==> src/rtl/core/deque_with_value_search_delete_assert.svh <==
// Assertion macros used by the deque controller.
// Depends on nothing; files that check their own logic include it by name.
`ifndef DEQUE_WITH_VALUE_SEARCH_DELETE_ASSERT_SVH
`define DEQUE_WITH_VALUE_SEARCH_DELETE_ASSERT_SVH

`ifndef SYNTHESIS

// A condition that holds at every clock edge outside reset.
`define DQVSD_ASSERT(label, clk, rst_n, prop) \
    label: assert property (@(posedge clk) disable iff (!rst_n) (prop)) \
        else $error("deque assertion failed");

// A condition that must hold in the cycle after a trigger.
`define DQVSD_ASSERT_NEXT(label, clk, rst_n, trig, prop) \
    label: assert property (@(posedge clk) disable iff (!rst_n) (trig) |=> (prop)) \
        else $error("deque assertion failed");

`else

`define DQVSD_ASSERT(label, clk, rst_n, prop)
`define DQVSD_ASSERT_NEXT(label, clk, rst_n, trig, prop)

`endif

`endif

==> src/rtl/core/dqvsd_pkg.sv <==
// Shared types, constants and index helpers of the deque block.
// Depends on nothing; used by the controller and the top level.
package dqvsd_pkg;

    localparam int DEPTH      = 16;
    localparam int DATA_WIDTH = 32;
    localparam int IDX_W      = $clog2(DEPTH);
    localparam int CNT_W      = $clog2(DEPTH + 1);

    typedef logic [DATA_WIDTH-1:0] t_data;
    typedef logic [IDX_W-1:0]      t_idx;
    typedef logic [CNT_W-1:0]      t_cnt;

    // Request opcodes; the two codes above delete are treated as no operation.
    typedef enum logic [2:0] {
        MODE_PUSH_FRONT = 3'd0,
        MODE_PUSH_BACK  = 3'd1,
        MODE_POP_FRONT  = 3'd2,
        MODE_POP_BACK   = 3'd3,
        MODE_SEARCH     = 3'd4,
        MODE_DELETE     = 3'd5
    } t_mode;

    typedef enum logic [1:0] {
        STATUS_OK    = 2'd0,
        STATUS_EMPTY = 2'd1,
        STATUS_FULL  = 2'd2
    } t_status;

    typedef struct packed {
        logic [2:0]  mode;
        logic [31:0] value;
    } t_req;

    typedef struct packed {
        logic [31:0] result_value;
        logic        found;
        logic [1:0]  status;
        logic [4:0]  occupancy;
    } t_rsp;

    // Port of the entry memory as seen from the controller.
    typedef struct packed {
        logic  wr_en;
        t_idx  wr_addr;
        t_data wr_data;
        logic  rd_en;
        t_idx  rd_addr;
    } t_mem_req;

    // Physical slot of a logical position, wrapping around the store.
    function automatic t_idx slot_of(t_idx front, t_idx pos);
        logic [IDX_W:0] sum;
        sum = {1'b0, front} + {1'b0, pos};
        if (sum >= (IDX_W + 1)'(DEPTH)) begin
            sum = sum - (IDX_W + 1)'(DEPTH);
        end
        return sum[IDX_W-1:0];
    endfunction

    function automatic t_idx idx_inc(t_idx idx);
        t_idx res;
        if (idx == t_idx'(DEPTH - 1)) begin
            res = '0;
        end else begin
            res = idx + t_idx'(1);
        end
        return res;
    endfunction

    function automatic t_idx idx_dec(t_idx idx);
        t_idx res;
        if (idx == '0) begin
            res = t_idx'(DEPTH - 1);
        end else begin
            res = idx - t_idx'(1);
        end
        return res;
    endfunction

endpackage

==> src/rtl/core/dqvsd_ram.sv <==
// Generic simple dual-port RAM: one write port, one read port, registered read.
// Depends on nothing; holds the deque entries.
module dqvsd_ram #(
    parameter int DEPTH = 16,
    parameter int WIDTH = 32
) (
    input  logic                     i_clk,
    input  logic                     i_wr_en,
    input  logic [$clog2(DEPTH)-1:0] i_wr_addr,
    input  logic [WIDTH-1:0]         i_wr_data,
    input  logic                     i_rd_en,
    input  logic [$clog2(DEPTH)-1:0] i_rd_addr,
    output logic [WIDTH-1:0]         o_rd_data
);

    logic [WIDTH-1:0] r_mem [DEPTH];

    // Write port.
    always_ff @(posedge i_clk) begin
        if (i_wr_en) begin
            r_mem[i_wr_addr] <= i_wr_data;
        end
    end

    // Read port with a registered output.
    always_ff @(posedge i_clk) begin
        if (i_rd_en) begin
            o_rd_data <= r_mem[i_rd_addr];
        end
    end

endmodule

==> src/rtl/core/dqvsd_ctrl.sv <==
// Request sequencer of the deque: pointers, scan and shift, result register.
// Depends on dqvsd_pkg and the assertion macro header.
`include "deque_with_value_search_delete_assert.svh"

module dqvsd_ctrl (
    input  logic                i_clk,
    input  logic                i_rst_n,
    input  logic                i_req_valid,
    output logic                o_req_ready,
    input  dqvsd_pkg::t_req     i_req,
    output logic                o_rsp_valid,
    input  logic                i_rsp_ready,
    output dqvsd_pkg::t_rsp     o_rsp,
    output dqvsd_pkg::t_mem_req o_mem,
    input  dqvsd_pkg::t_data    i_rd_data
);
    import dqvsd_pkg::*;

    typedef enum logic [2:0] {
        S_IDLE,
        S_POP,
        S_SCAN,
        S_SHIFT,
        S_DONE
    } t_state;

    t_state     r_state, n_state;
    t_idx       r_front, n_front;
    t_cnt       r_count, n_count;
    t_idx       r_idx,   n_idx;
    logic [2:0] r_mode,  n_mode;
    t_data      r_key,   n_key;
    t_rsp       r_res,   n_res;
    t_rsp       r_out,   n_out;
    logic       r_out_valid, n_out_valid;

    logic  accept;
    logic  out_free;
    logic  full;
    logic  empty;
    logic  match;
    t_data word;
    t_cnt  pos;
    t_cnt  pos_next;

    assign o_req_ready = (r_state == S_IDLE);
    assign accept      = i_req_valid && o_req_ready;
    assign out_free    = !r_out_valid || i_rsp_ready;
    assign full        = (r_count == CNT_W'(DEPTH));
    assign empty       = (r_count == '0);
    assign word        = DATA_WIDTH'(i_req.value);
    assign match       = (i_rd_data == r_key);
    // Position after the one under compare, and the one after that.
    assign pos         = CNT_W'(r_idx) + CNT_W'(1);
    assign pos_next    = CNT_W'(r_idx) + CNT_W'(2);

    assign o_rsp_valid = r_out_valid;
    assign o_rsp       = r_out;

    // Next-state logic and memory accesses.
    always_comb begin
        n_state     = r_state;
        n_front     = r_front;
        n_count     = r_count;
        n_idx       = r_idx;
        n_mode      = r_mode;
        n_key       = r_key;
        n_res       = r_res;
        n_out       = r_out;
        n_out_valid = r_out_valid && !i_rsp_ready;
        o_mem       = '0;

        unique case (r_state)
            S_IDLE: begin
                if (accept) begin
                    n_mode  = i_req.mode;
                    n_key   = word;
                    n_idx   = '0;
                    n_res   = '0;
                    n_state = S_DONE;
                    case (i_req.mode)
                        MODE_PUSH_FRONT: begin
                            if (full) begin
                                n_res.status = STATUS_FULL;
                            end else begin
                                n_front       = idx_dec(r_front);
                                o_mem.wr_en   = 1'b1;
                                o_mem.wr_addr = idx_dec(r_front);
                                o_mem.wr_data = word;
                                n_count       = r_count + CNT_W'(1);
                            end
                        end
                        MODE_PUSH_BACK: begin
                            if (full) begin
                                n_res.status = STATUS_FULL;
                            end else begin
                                o_mem.wr_en   = 1'b1;
                                o_mem.wr_addr = slot_of(r_front, t_idx'(r_count));
                                o_mem.wr_data = word;
                                n_count       = r_count + CNT_W'(1);
                            end
                        end
                        MODE_POP_FRONT: begin
                            if (empty) begin
                                n_res.status = STATUS_EMPTY;
                            end else begin
                                o_mem.rd_en   = 1'b1;
                                o_mem.rd_addr = r_front;
                                n_state       = S_POP;
                            end
                        end
                        MODE_POP_BACK: begin
                            if (empty) begin
                                n_res.status = STATUS_EMPTY;
                            end else begin
                                o_mem.rd_en   = 1'b1;
                                o_mem.rd_addr = slot_of(r_front,
                                                        t_idx'(r_count - CNT_W'(1)));
                                n_state       = S_POP;
                            end
                        end
                        MODE_SEARCH, MODE_DELETE: begin
                            if (!empty) begin
                                o_mem.rd_en   = 1'b1;
                                o_mem.rd_addr = r_front;
                                n_state       = S_SCAN;
                            end
                        end
                        default: begin
                        end
                    endcase
                end
            end

            // Popped word arrives from the memory.
            S_POP: begin
                n_res.result_value = 32'(i_rd_data);
                n_count            = r_count - CNT_W'(1);
                if (r_mode == MODE_POP_FRONT) begin
                    n_front = idx_inc(r_front);
                end
                n_state = S_DONE;
            end

            // Compare one entry per cycle while the next one is being read.
            S_SCAN: begin
                o_mem.rd_en   = 1'b1;
                o_mem.rd_addr = slot_of(r_front, t_idx'(pos));
                if (match) begin
                    n_res.found = 1'b1;
                    if (r_mode == MODE_DELETE && pos < r_count) begin
                        n_state = S_SHIFT;
                    end else begin
                        if (r_mode == MODE_DELETE) begin
                            n_count = r_count - CNT_W'(1);
                        end
                        n_state = S_DONE;
                    end
                end else if (pos == r_count) begin
                    n_state = S_DONE;
                end else begin
                    n_idx = t_idx'(pos);
                end
            end

            // Move each later entry one place toward the front.
            S_SHIFT: begin
                o_mem.wr_en   = 1'b1;
                o_mem.wr_addr = slot_of(r_front, r_idx);
                o_mem.wr_data = i_rd_data;
                o_mem.rd_en   = 1'b1;
                o_mem.rd_addr = slot_of(r_front, t_idx'(pos_next));
                n_idx         = t_idx'(pos);
                if (pos_next >= r_count) begin
                    n_count = r_count - CNT_W'(1);
                    n_state = S_DONE;
                end
            end

            // Hand the result to the output register once it is free.
            S_DONE: begin
                if (out_free) begin
                    n_out           = r_res;
                    n_out.occupancy = 5'(r_count);
                    n_out_valid     = 1'b1;
                    n_state         = S_IDLE;
                end
            end

            default: begin
                n_state = S_IDLE;
            end
        endcase
    end

    // State, pointers and the registered result.
    always_ff @(posedge i_clk) begin
        if (!i_rst_n) begin
            r_state     <= S_IDLE;
            r_front     <= '0;
            r_count     <= '0;
            r_out_valid <= 1'b0;
        end else begin
            r_state     <= n_state;
            r_front     <= n_front;
            r_count     <= n_count;
            r_idx       <= n_idx;
            r_mode      <= n_mode;
            r_key       <= n_key;
            r_res       <= n_res;
            r_out       <= n_out;
            r_out_valid <= n_out_valid;
        end
    end

    `DQVSD_ASSERT(a_count_bound, i_clk, i_rst_n, r_count <= CNT_W'(DEPTH))
    `DQVSD_ASSERT(a_idx_held, i_clk, i_rst_n, (r_state == S_SCAN || r_state == S_SHIFT) |-> (CNT_W'(r_idx) < r_count))
    `DQVSD_ASSERT(a_write_source, i_clk, i_rst_n, o_mem.wr_en |-> (accept || r_state == S_SHIFT))
    `DQVSD_ASSERT_NEXT(a_accept_busy, i_clk, i_rst_n, accept, r_state != S_IDLE)
    `DQVSD_ASSERT_NEXT(a_done_loads, i_clk, i_rst_n, r_state == S_DONE && out_free, o_rsp_valid && r_state == S_IDLE)

endmodule

==> src/rtl/core/deque_with_value_search_delete.sv <==
// Bounded double-ended queue of DEPTH words with search and delete by value. One request
// is worked at a time and gives one response. A push goes from acceptance to the result
// state, while a pop passes through a read state first, since the entry is read from a
// memory with a registered read port. Search and delete walk the held entries from the
// front at one entry per cycle through that single read port, and delete then moves each
// later entry forward one per cycle. The response sits in an output register, so a new
// request is taken while the previous response waits.
// Depends on dqvsd_pkg, dqvsd_ctrl and dqvsd_ram.
module deque_with_value_search_delete (
    input  logic            i_clk,
    input  logic            i_rst_n,
    input  logic            i_req_valid,
    output logic            o_req_ready,
    input  dqvsd_pkg::t_req i_req,
    output logic            o_rsp_valid,
    input  logic            i_rsp_ready,
    output dqvsd_pkg::t_rsp o_rsp
);
    import dqvsd_pkg::*;

    t_mem_req mem_req;
    t_data    rd_data;

    // Sequencer with pointers and the result register.
    dqvsd_ctrl u_ctrl (
        .i_clk       (i_clk),
        .i_rst_n     (i_rst_n),
        .i_req_valid (i_req_valid),
        .o_req_ready (o_req_ready),
        .i_req       (i_req),
        .o_rsp_valid (o_rsp_valid),
        .i_rsp_ready (i_rsp_ready),
        .o_rsp       (o_rsp),
        .o_mem       (mem_req),
        .i_rd_data   (rd_data)
    );

    // Entry store.
    dqvsd_ram #(
        .DEPTH (DEPTH),
        .WIDTH (DATA_WIDTH)
    ) u_ram (
        .i_clk     (i_clk),
        .i_wr_en   (mem_req.wr_en),
        .i_wr_addr (mem_req.wr_addr),
        .i_wr_data (mem_req.wr_data),
        .i_rd_en   (mem_req.rd_en),
        .i_rd_addr (mem_req.rd_addr),
        .o_rd_data (rd_data)
    );

endmodule

==> config.mk <==
export PLATFORM = sky130hd
export DESIGN_NAME = deque_with_value_search_delete
export DESIGN_NICKNAME = d
export VERILOG_FILES = /design/src/rtl/core/dqvsd_pkg.sv /design/src/rtl/core/dqvsd_ram.sv /design/src/rtl/core/dqvsd_ctrl.sv /design/src/rtl/core/deque_with_value_search_delete.sv
export VERILOG_INCLUDE_DIRS = /design/src /design/src/rtl/core
export SDC_FILE = /design/constraint.sdc
export NUM_CORES = 1
export LEC_CHECK = 0
export ABC_CLOCK_PERIOD_IN_PS = 4500
export BUFFER_PORTS_ARGS = -buffer_cell sky130_fd_sc_hd__buf_4
export CAP_MARGIN = 25
export CORE_ASPECT_RATIO = 1.4
export CORE_MARGIN = 2
export CORE_UTILIZATION = 60
export CTS_CLUSTER_SIZE = 12
export DETAILED_ROUTE_END_ITERATION = 16
export PLACE_DENSITY = 0.78
export SYNTH_ARGS = -nofsm -noshare
export SYNTH_HDL_FRONTEND = slang
export SYNTH_SLANG_ARGS = --single-unit
==> constraint.sdc <==
create_clock -name i_clk -period 4.5 [get_ports i_clk]
set_input_delay 0.45 -clock i_clk [delete_from_list [all_inputs] [get_ports i_clk]]
set_output_delay 0.45 -clock i_clk [all_outputs]
set_load 0.005 [all_outputs]
==> summary.md, run 1 <==
| Metric | Value |
|---|---|
| Worst setup path startpoint | `u_ctrl.r_state[1]` |
| Inst Count DP | `2496` |
| Top cell type by total area after synthesis | `edfxtp_1` |
| Rows | `94` |
| Vias in the first global route | `18300` |
| Peak supply drop | `0.261 mV` |
| Gr usage total | `0.299` |
| Vias per cell | `7.17` |
| Ys flop type | `edfxtp_1` |
| Largest net degree at the start of global routing | `103` |
| Area contributors post-synth | `edfxtp_1 (69%), a221oi_1 (5.2%), mux2i_1 (3.6%), nand2_1 (2.1%), o221ai_1 (2.0%)` |
| Initial antenna violation count | `0` |
| Arrival time at the worst endpoint | `4440 ps` |
| Die area | `49200 um^2` |
| Post-DRT Antenna Nets | `0` |
| Outcome | `complete, no violations` |
| Crit Reg-Reg Startpoint | `u_ctrl.r_state[1]` |
| RSZ-0062 raised after global routing | `false` |
| First-pass GRT wire length | `110000 um` |
| Post-route DRC | `0` |
| Cell Pwr Density | `401 nW/um^2` |
| Syn avg cell area | `15.1 um^2` |
| Fin crit period | `4130 ps` |
| Max FO, Critical Path | `83` |
| Die Wd | `188 um` |
| Yosys reg bits | `671` |
| Iteration-0 DRC Markers | `2471` |
| Worst Hold Class | `primary input to flip-flop` |
| Die Ht | `262 um` |
| CTS root buffer | `clkbuf_16` |
| CP endpoint kind | `flip-flop` |
| Fraction of registers with async set or reset after synthesis | `0` |
| Hpwl dp | `41500 um` |
| Seq/Total Area, Yosys | `0.703` |
| Relative slew slack | `0.356` |
| Post-Syn Area | `28500 um^2` |
| Fill cell count | `2910` |
| Setup violators final | `0` |
| Starting Density | `0.607` |
| Post-Layout Cell Count | `2588` |
| Clock Pin Slew Worst Setup and Hold Paths | `60 ps` |
| GPL Wtd Cong | `0.916` |
| Layout cell share with drive strength beyond 1 | `0.139` |
| Via Count | `18600` |
| P_leak | `0.0104 uW` |
| Syn Inst Count | `1883` |
| H-tree depth | `3` |
| Num ports | `81` |
| Max-Cap Viols | `0` |
| Yosys warns | `0` |
| Pre-Repair DR Iteration Count | `6` |
| Worst endpoint required time | `4810 ps` |
| Synth cell types | `66` |
| Synthesized Nets | `1955` |
| Clk sinks | `671` |
| Hold Startpoint | `i_req[5]` |
| # nets final | `2014` |
| CTS max path bufs | `3` |
| CP Launch Type | `flip-flop` |
| Num CTS Buffers | `67` |
| CTS resizes | `0` |
| Clock Latency Late Sink | `600 ps` |
| CTS tree | `built` |
| Final Skew | `24.1 ps` |
| CP Class | `flip-flop to flip-flop` |
| Final Cycle Share | `0.918` |
| Post-synthesis to final-layout area growth | `12.3%` |
| Final hold vios | `0` |
| CTS Hold Bufs | `0` |
| Post-synth top area share | `0.694` |
| CORE AREA | `46900 um^2` |
| Slew Limit Fails | `0` |
| Drt wl/cell | `28.9 um` |
| Fmax | `242 MHz` |
| Setup Buffers After CTS | `0` |
| Worst-margin pin slew | `959 ps` |
| I/O Buffers | `80` |
| Number of synthesized flops with an enable pin | `658` |
| Setup TNS | `0 ps` |
| WL final | `74700 um` |
| GRT overflow | `0` |
kinds of logic (layout without fill, tap and decap cells):
family	after synthesis	after routing	synth area share
compound gates	467	467	0.136
simple gates	395	395	0.0659
xor+xnor	53	53	0.0163
fa+ha+maj	33	33	0.0156
other cells	0	1	0
flops	671	671	0.703
mux	101	101	0.0355
buf+inv	163	243	0.0276
worst max-delay path, cell delays in order (launching register included):
cell and delay, ps:
dfxtp_1 570, nor2b_1 320, buf_4 230, and2_1 170
xnor2_1 90, ha_1 220, fa_1 410, xor2_1 170
nand2_1 130, o21ai_4 170, buf_12 420, mux2i_1 310
o221ai_1 180, o21ai_0 170, o221ai_1 190
sequential cells by signal (all words and copies together), names as in the netlist:
signal and count:
u_ctrl.r_count 5, u_ctrl.r_res 35, u_ram.r_mem 512, u_ram.o_rd_data 32, u_ctrl.r_idx 4, u_ctrl.r_state 3
u_ctrl.o_rsp 40, u_ctrl.r_key 32, u_ctrl.r_front 4, u_ctrl.o_rsp_valid 1, u_ctrl.r_mode 3
layout make-up:
class	count	area, um^2	share of cell area
inverter	16	60.1	0.00188
timing repair buffer	137	1360	0.0424
clock buffer	82	1760	0.0552
clock inverter	8	86.3	0.00270
multi-input combinational	1049	7900	0.247
tap	624	781	0.0244
sequential	671	20000	0.626
antenna	1	2.50	0.0000783
layer usage:
metal / vias to the layer above / GRT usage / part of all wire
met1: 9139 / 0.370 / 0.34
met2: 1345 / 0.495 / 0.49
met5: - / 0 / 0
met3: 285 / 0.0549 / 0.11
li1: 7786 / - / -
met4: 0 / 0.185 / 0.060
stage by stage:
step / power [uW] / hold slack [ps] / utilization / setup slack (ps) / area (um^2)
4_1_cts: 12800 / 18.2 / 0.681 / 492 / 31900
6_report: 12800 / 42.6 / 0.681 / 370 / 32000
5_1_grt: 13100 / 31.5 / 0.681 / 243 / 32000
3_5_place_dp: 7940 / 405 / 0.641 / 611 / 30100
3_3_place_gp: 7910 / 402 / 0.640 / 708 / 30000
2_1_floorplan: 7610 / 400 / - / 576 / 28500
worst paths after layout:
path	slack [ps]	end	depth (start not counted)
hold / removal	40	u_ctrl.r_key[5]	1
setup reg to reg	370	u_ram.o_rd_data[23]	14
hold reg to reg	420	u_ctrl.o_rsp[37]	0
setup / recovery	370	u_ram.o_rd_data[23]	14
where the power goes:
part	internal [uW]	switching [uW]	leakage (uW)
Clock	2760	2220	0.000901
Combinational	292	511	0.00317
Sequential	6960	65.5	0.00630
Total	10000	2790	0.0104
cell usage after synthesis, drive strengths merged, types with 13 or more instances:
cell / number
edfxtp: 658
a221oi: 191
nand2: 160
mux2i: 101
nand3: 100
clkbuf: 85
o221ai: 64
buf: 62
xnor2: 45
o21ai: 44
nor2: 40
and3: 35
a22o: 34
o22a: 32
o22ai: 32
ha: 29
a21oi: 24
inv: 16
nand4: 14
dfxtp: 13
cell usage in the layout (no fill, tap or decap), types with 22 or more instances in the layout:
| cell type | netlist | layout |
|---|---|---|
| edfxtp_1 | 658 | 658 |
| a221oi_1 | 169 | 169 |
| nand2_1 | 160 | 160 |
| buf_4 | 8 | 112 |
| mux2i_1 | 101 | 101 |
| nand3_1 | 100 | 100 |
| clkbuf_16 | 0 | 68 |
| o221ai_1 | 64 | 64 |
| xnor2_1 | 45 | 45 |
| and3_1 | 35 | 35 |
| a22o_1 | 34 | 33 |
| o22ai_1 | 32 | 32 |
| o22a_1 | 32 | 32 |
| ha_1 | 29 | 29 |
| o21ai_1 | 28 | 26 |
| buf_12 | 0 | 23 |
| a21oi_1 | 24 | 22 |
| a221oi_2 | 22 | 22 |
(Power assumes the default switching activity.)
==> run 2, diff against run 1 <==
--- a/config.mk
+++ b/config.mk
@@ -6,6 +6,7 @@
 export SDC_FILE = /design/constraint.sdc
 export NUM_CORES = 1
 export LEC_CHECK = 0
+export ABC_AREA = 1
 export ABC_CLOCK_PERIOD_IN_PS = 4500
 export BUFFER_PORTS_ARGS = -buffer_cell sky130_fd_sc_hd__buf_4
 export CAP_MARGIN = 25
@@ -14,7 +15,7 @@
 export CORE_UTILIZATION = 60
 export CTS_CLUSTER_SIZE = 12
 export DETAILED_ROUTE_END_ITERATION = 16
-export PLACE_DENSITY = 0.78
+export PLACE_DENSITY_LB_ADDON = 0.25
 export SYNTH_ARGS = -nofsm -noshare
 export SYNTH_HDL_FRONTEND = slang
 export SYNTH_SLANG_ARGS = --single-unit
==> run 2 against run 1 <==
Clock skew fell by 3.8 ps; worst setup slack gained 590 ps; combinational power rose to 7.5 times the previous value; routed wire length increased by 2.5%; power up 51%; clock power rose by 2%; sequential share of layout area is 2.8 points lower; via count grew 12%; sequential power is 17% higher; first-iteration DRC count is 0.89% lower; critical path type unchanged; largest cell class unchanged; highest routed layer unchanged.
==> summary.md, run 2 <==
| Metric | Value |
|---|---|
| WL final | `76600 um (+2.5%)` |
| Drt wl/cell | `22.0 um (-24%)` |
| Area contributors post-synth | `edfxtp_1 (66%), nand3_1 (10%), nand2_1 (6.0%), inv_1 (5.3%), nand3b_1 (2.5%)` |
| Synthesized Nets | `2804 (+43%)` |
| CTS root buffer | `clkbuf_16` |
| Most frequent cells after synthesis | `edfxtp_1 (658), nand3_1 (600), nand2_1 (480)` |
| Cell Pwr Density | `578 nW/um^2 (+44%)` |
| CP Class | `flip-flop to flip-flop` |
| Final Cycle Share | `0.787 (-0.130)` |
| Syn avg cell area | `11.0 um^2 (-27%)` |
| Largest reg by FF count | `u_ram.r_mem` |
| Synth cell types | `46 (-30%)` |
| Fin crit period | `3540 ps (-586 ps)` |
| Post-Syn Area | `30000 um^2 (+5.2%)` |
| Count leader, synth | `edfxtp_1` |
| Yosys reg bits | `671 (unchanged)` |
| CTS resizes | `0 (unchanged)` |
| Die Ht | `268 um (+2.5%)` |
| Num ports | `81 (unchanged)` |
| Gr usage total | `0.300 (about the same)` |
| Number of synthesized flops with an enable pin | `658 (unchanged)` |
| Hold Slack | `26.1 ps (-16.5 ps)` |
| Final hold vios | `0 (unchanged)` |
| P_leak | `0.0135 uW (+30%)` |
| Seq/Total Area, Yosys | `0.668 (-0.0349)` |
| Post-DRT Antenna Nets | `0 (unchanged)` |
| Slew Limit Fails | `0 (unchanged)` |
| Via Count | `20700 (+12%)` |
| Clock Latency Late Sink | `610 ps (about the same)` |
| Num CTS Buffers | `68 (+1.5%)` |
| Max FFs per register | `512 (unchanged)` |
| Vias per cell | `5.96 (-17%)` |
| Largest net degree at the start of global routing | `147 (+43%)` |
| CTS Hold Bufs | `0 (unchanged)` |
| Yosys warns | `0 (unchanged)` |
| Post-synthesis to final-layout area growth | `11.7%` |
| Iteration-0 DRC Markers | `2449 (-0.89%)` |
| Max FO, Critical Path | `67 (-19%)` |
| Vias in the first global route | `20200 (+11%)` |
| Peak supply drop | `0.481 mV (+85%)` |
| Post-route DRC | `0 (unchanged)` |
| Layout cell share with drive strength beyond 1 | `0.101 (-0.0381)` |
| CP Launch Type | `flip-flop` |
| First-pass GRT wire length | `115000 um (+4.4%)` |
| Syn Inst Count | `2732 (+45%)` |
| Worst-margin pin slew | `1060 ps (+97.6 ps)` |
| Worst endpoint required time | `4850 ps (+40 ps)` |
| Place WS | `1050 ps (+442 ps)` |
| Worst Hold Class | `primary input to flip-flop` |
| CP Cell Sequence | `inv_1 > ha_1 > nand3_2 > nand2_1 > o21ai_1 > nand2_8 > nand2_8 > buf_12 > nand2_1 > nand3_1 > nand3_1 > nand3_1 > nand2_1` |
| Max-Cap Viols | `0 (unchanged)` |
| CTS tree | `built` |
| Commonest non-fill, non-tap cell in the layout | `edfxtp_1` |
| Buf/Inv on CP | `2 (unchanged)` |
| Setup slack after layout | `956 ps (+586 ps)` |
| Final Skew | `20.4 ps (-3.77 ps)` |
| Clock Pin Slew Worst Setup and Hold Paths | `60 ps (about the same)` |
| Cell family with most CP delay | `simple AND/OR/NAND/NOR gates` |
| Outcome | `complete, no violations` |
| Hpwl dp | `41400 um (-0.21%)` |
| Final design utilization | `0.681 (about the same)` |
| Die area | `51700 um^2 (+5.1%)` |
| Initial antenna violation count | `1 (+1)` |
| Worst stage delay on the critical path | `510 ps (-60 ps)` |
| I/O Buffers | `80 (unchanged)` |
| Arrival time at the worst endpoint | `3890 ps (-550 ps)` |
| Worst path slowest cell | `dfxtp_1` |
| Post-synth top area share | `0.660 (-0.0344)` |
| CTS max path bufs | `3 (unchanged)` |
| Clk sinks | `671 (unchanged)` |
| Top cell type by total area after synthesis | `edfxtp_1` |
| Pre-Repair DR Iteration Count | `8 (+2)` |
| GRT overflow | `0 (unchanged)` |
| Fraction of registers with async set or reset after synthesis | `0 (unchanged)` |
| CP endpoint kind | `flip-flop` |
| Setup Buffers After CTS | `0 (unchanged)` |
| Most frequent cells in the layout | `edfxtp_1 (658), nand3_1 (600), nand2_1 (478), inv_1 (425), buf_4 (142)` |
| Starting Density | `0.610 (+0.00310)` |
| RSZ-0062 raised after global routing | `false` |
| CORE AREA | `49100 um^2 (+4.7%)` |
| Die Wd | `193 um (+2.5%)` |
| Rows | `96 (+2.1%)` |
| Setup TNS | `0 ps (unchanged)` |
| H-tree depth | `3 (unchanged)` |
| GPL Wtd Cong | `0.908 (-0.86%)` |
| Setup violators final | `0 (unchanged)` |
| Relative slew slack | `0.294 (-0.0615)` |
| Fmax | `282 MHz (+17%)` |
| # nets final | `2885 (+43%)` |
| Ys flop type | `edfxtp_1` |
## run 2: cell count changes in the layout (fill, tap and decap cells not counted), sizes merged, moves of 20 or more
cell / previous run / this run
o221ai: 64 / 0
nand2: 160 / 488
mux2i: 101 / 0
o22ai: 32 / 5
inv: 21 / 437
and3: 35 / 0
nand3: 100 / 601
o22a: 32 / 0
buf: 137 / 157
a22o: 34 / 1
nor2: 40 / 99
a221oi: 191 / 0
nand3b: 4 / 99
## run 2: worst register-to-register path: cells and delay by family (launching register included)
kind	cells	cell delay [ps]
compound gates	1	320
flops	1	510
simple gates	9	1640
buf+inv	2	550
fa+ha+maj	1	270
## run 2: where the power goes
part	internal (uW)	switching (uW)
Sequential	7810	388
Clock	2840	2250
Combinational	1880	4160
## run 2: final timing paths
kind,startpoint,endpoint,slack (ps),cells past startpoint
max,u_ctrl.r_count[0],u_ram.o_rd_data[18],960,13
min,i_req[16],u_ctrl.r_key[16],30,1
max reg2reg,u_ctrl.r_count[0],u_ram.o_rd_data[18],960,13
min reg2reg,u_ctrl.r_res[14],u_ctrl.o_rsp[14],410,0
## run 2: metrics by stage
step	total power (uW)	std cells	area, um^2
finish	19300	3481	33500
global route	20200	3481	33500
CTS	19300	3480	33500
detailed placement	14200	3380	31500
global placement	14000	3379	31500
floorplan	12400	2732	30000
## run 2: layer usage
| metal | share of wire | wire length [um] | global-route usage |
|---|---|---|---|
| met5 | 0 | 0 | 0 |
| met4 | 0.040 | 3080 | 0.136 |
| met3 | 0.099 | 7550 | 0.0481 |
| met2 | 0.49 | 37800 | 0.504 |
| met1 | 0.37 | 28200 | 0.384 |
## run 2: area by class of cell
class,count,area (um^2)
flip-flops and latches,671,20000
fillers,3411,15700
multi-input cells,1480,7730
clock buffers,88,1830
inverters,435,1630
repair buffers,157,1370
well taps,637,797
clock inverters,12,88.8
diodes,1,2.50
## run 2: cells by family (layout without fill, tap and decap cells)
| group | Yosys count | count (layout) | share of synthesized area |
|---|---|---|---|
| simple gates | 1299 | 1299 | 0.203 |
| flops | 671 | 671 | 0.668 |
| buf+inv | 581 | 692 | 0.0801 |
| compound gates | 95 | 95 | 0.0179 |
| xor+xnor | 53 | 53 | 0.0157 |
| fa+ha+maj | 33 | 33 | 0.0148 |
| other cells | 0 | 1 | 0 |
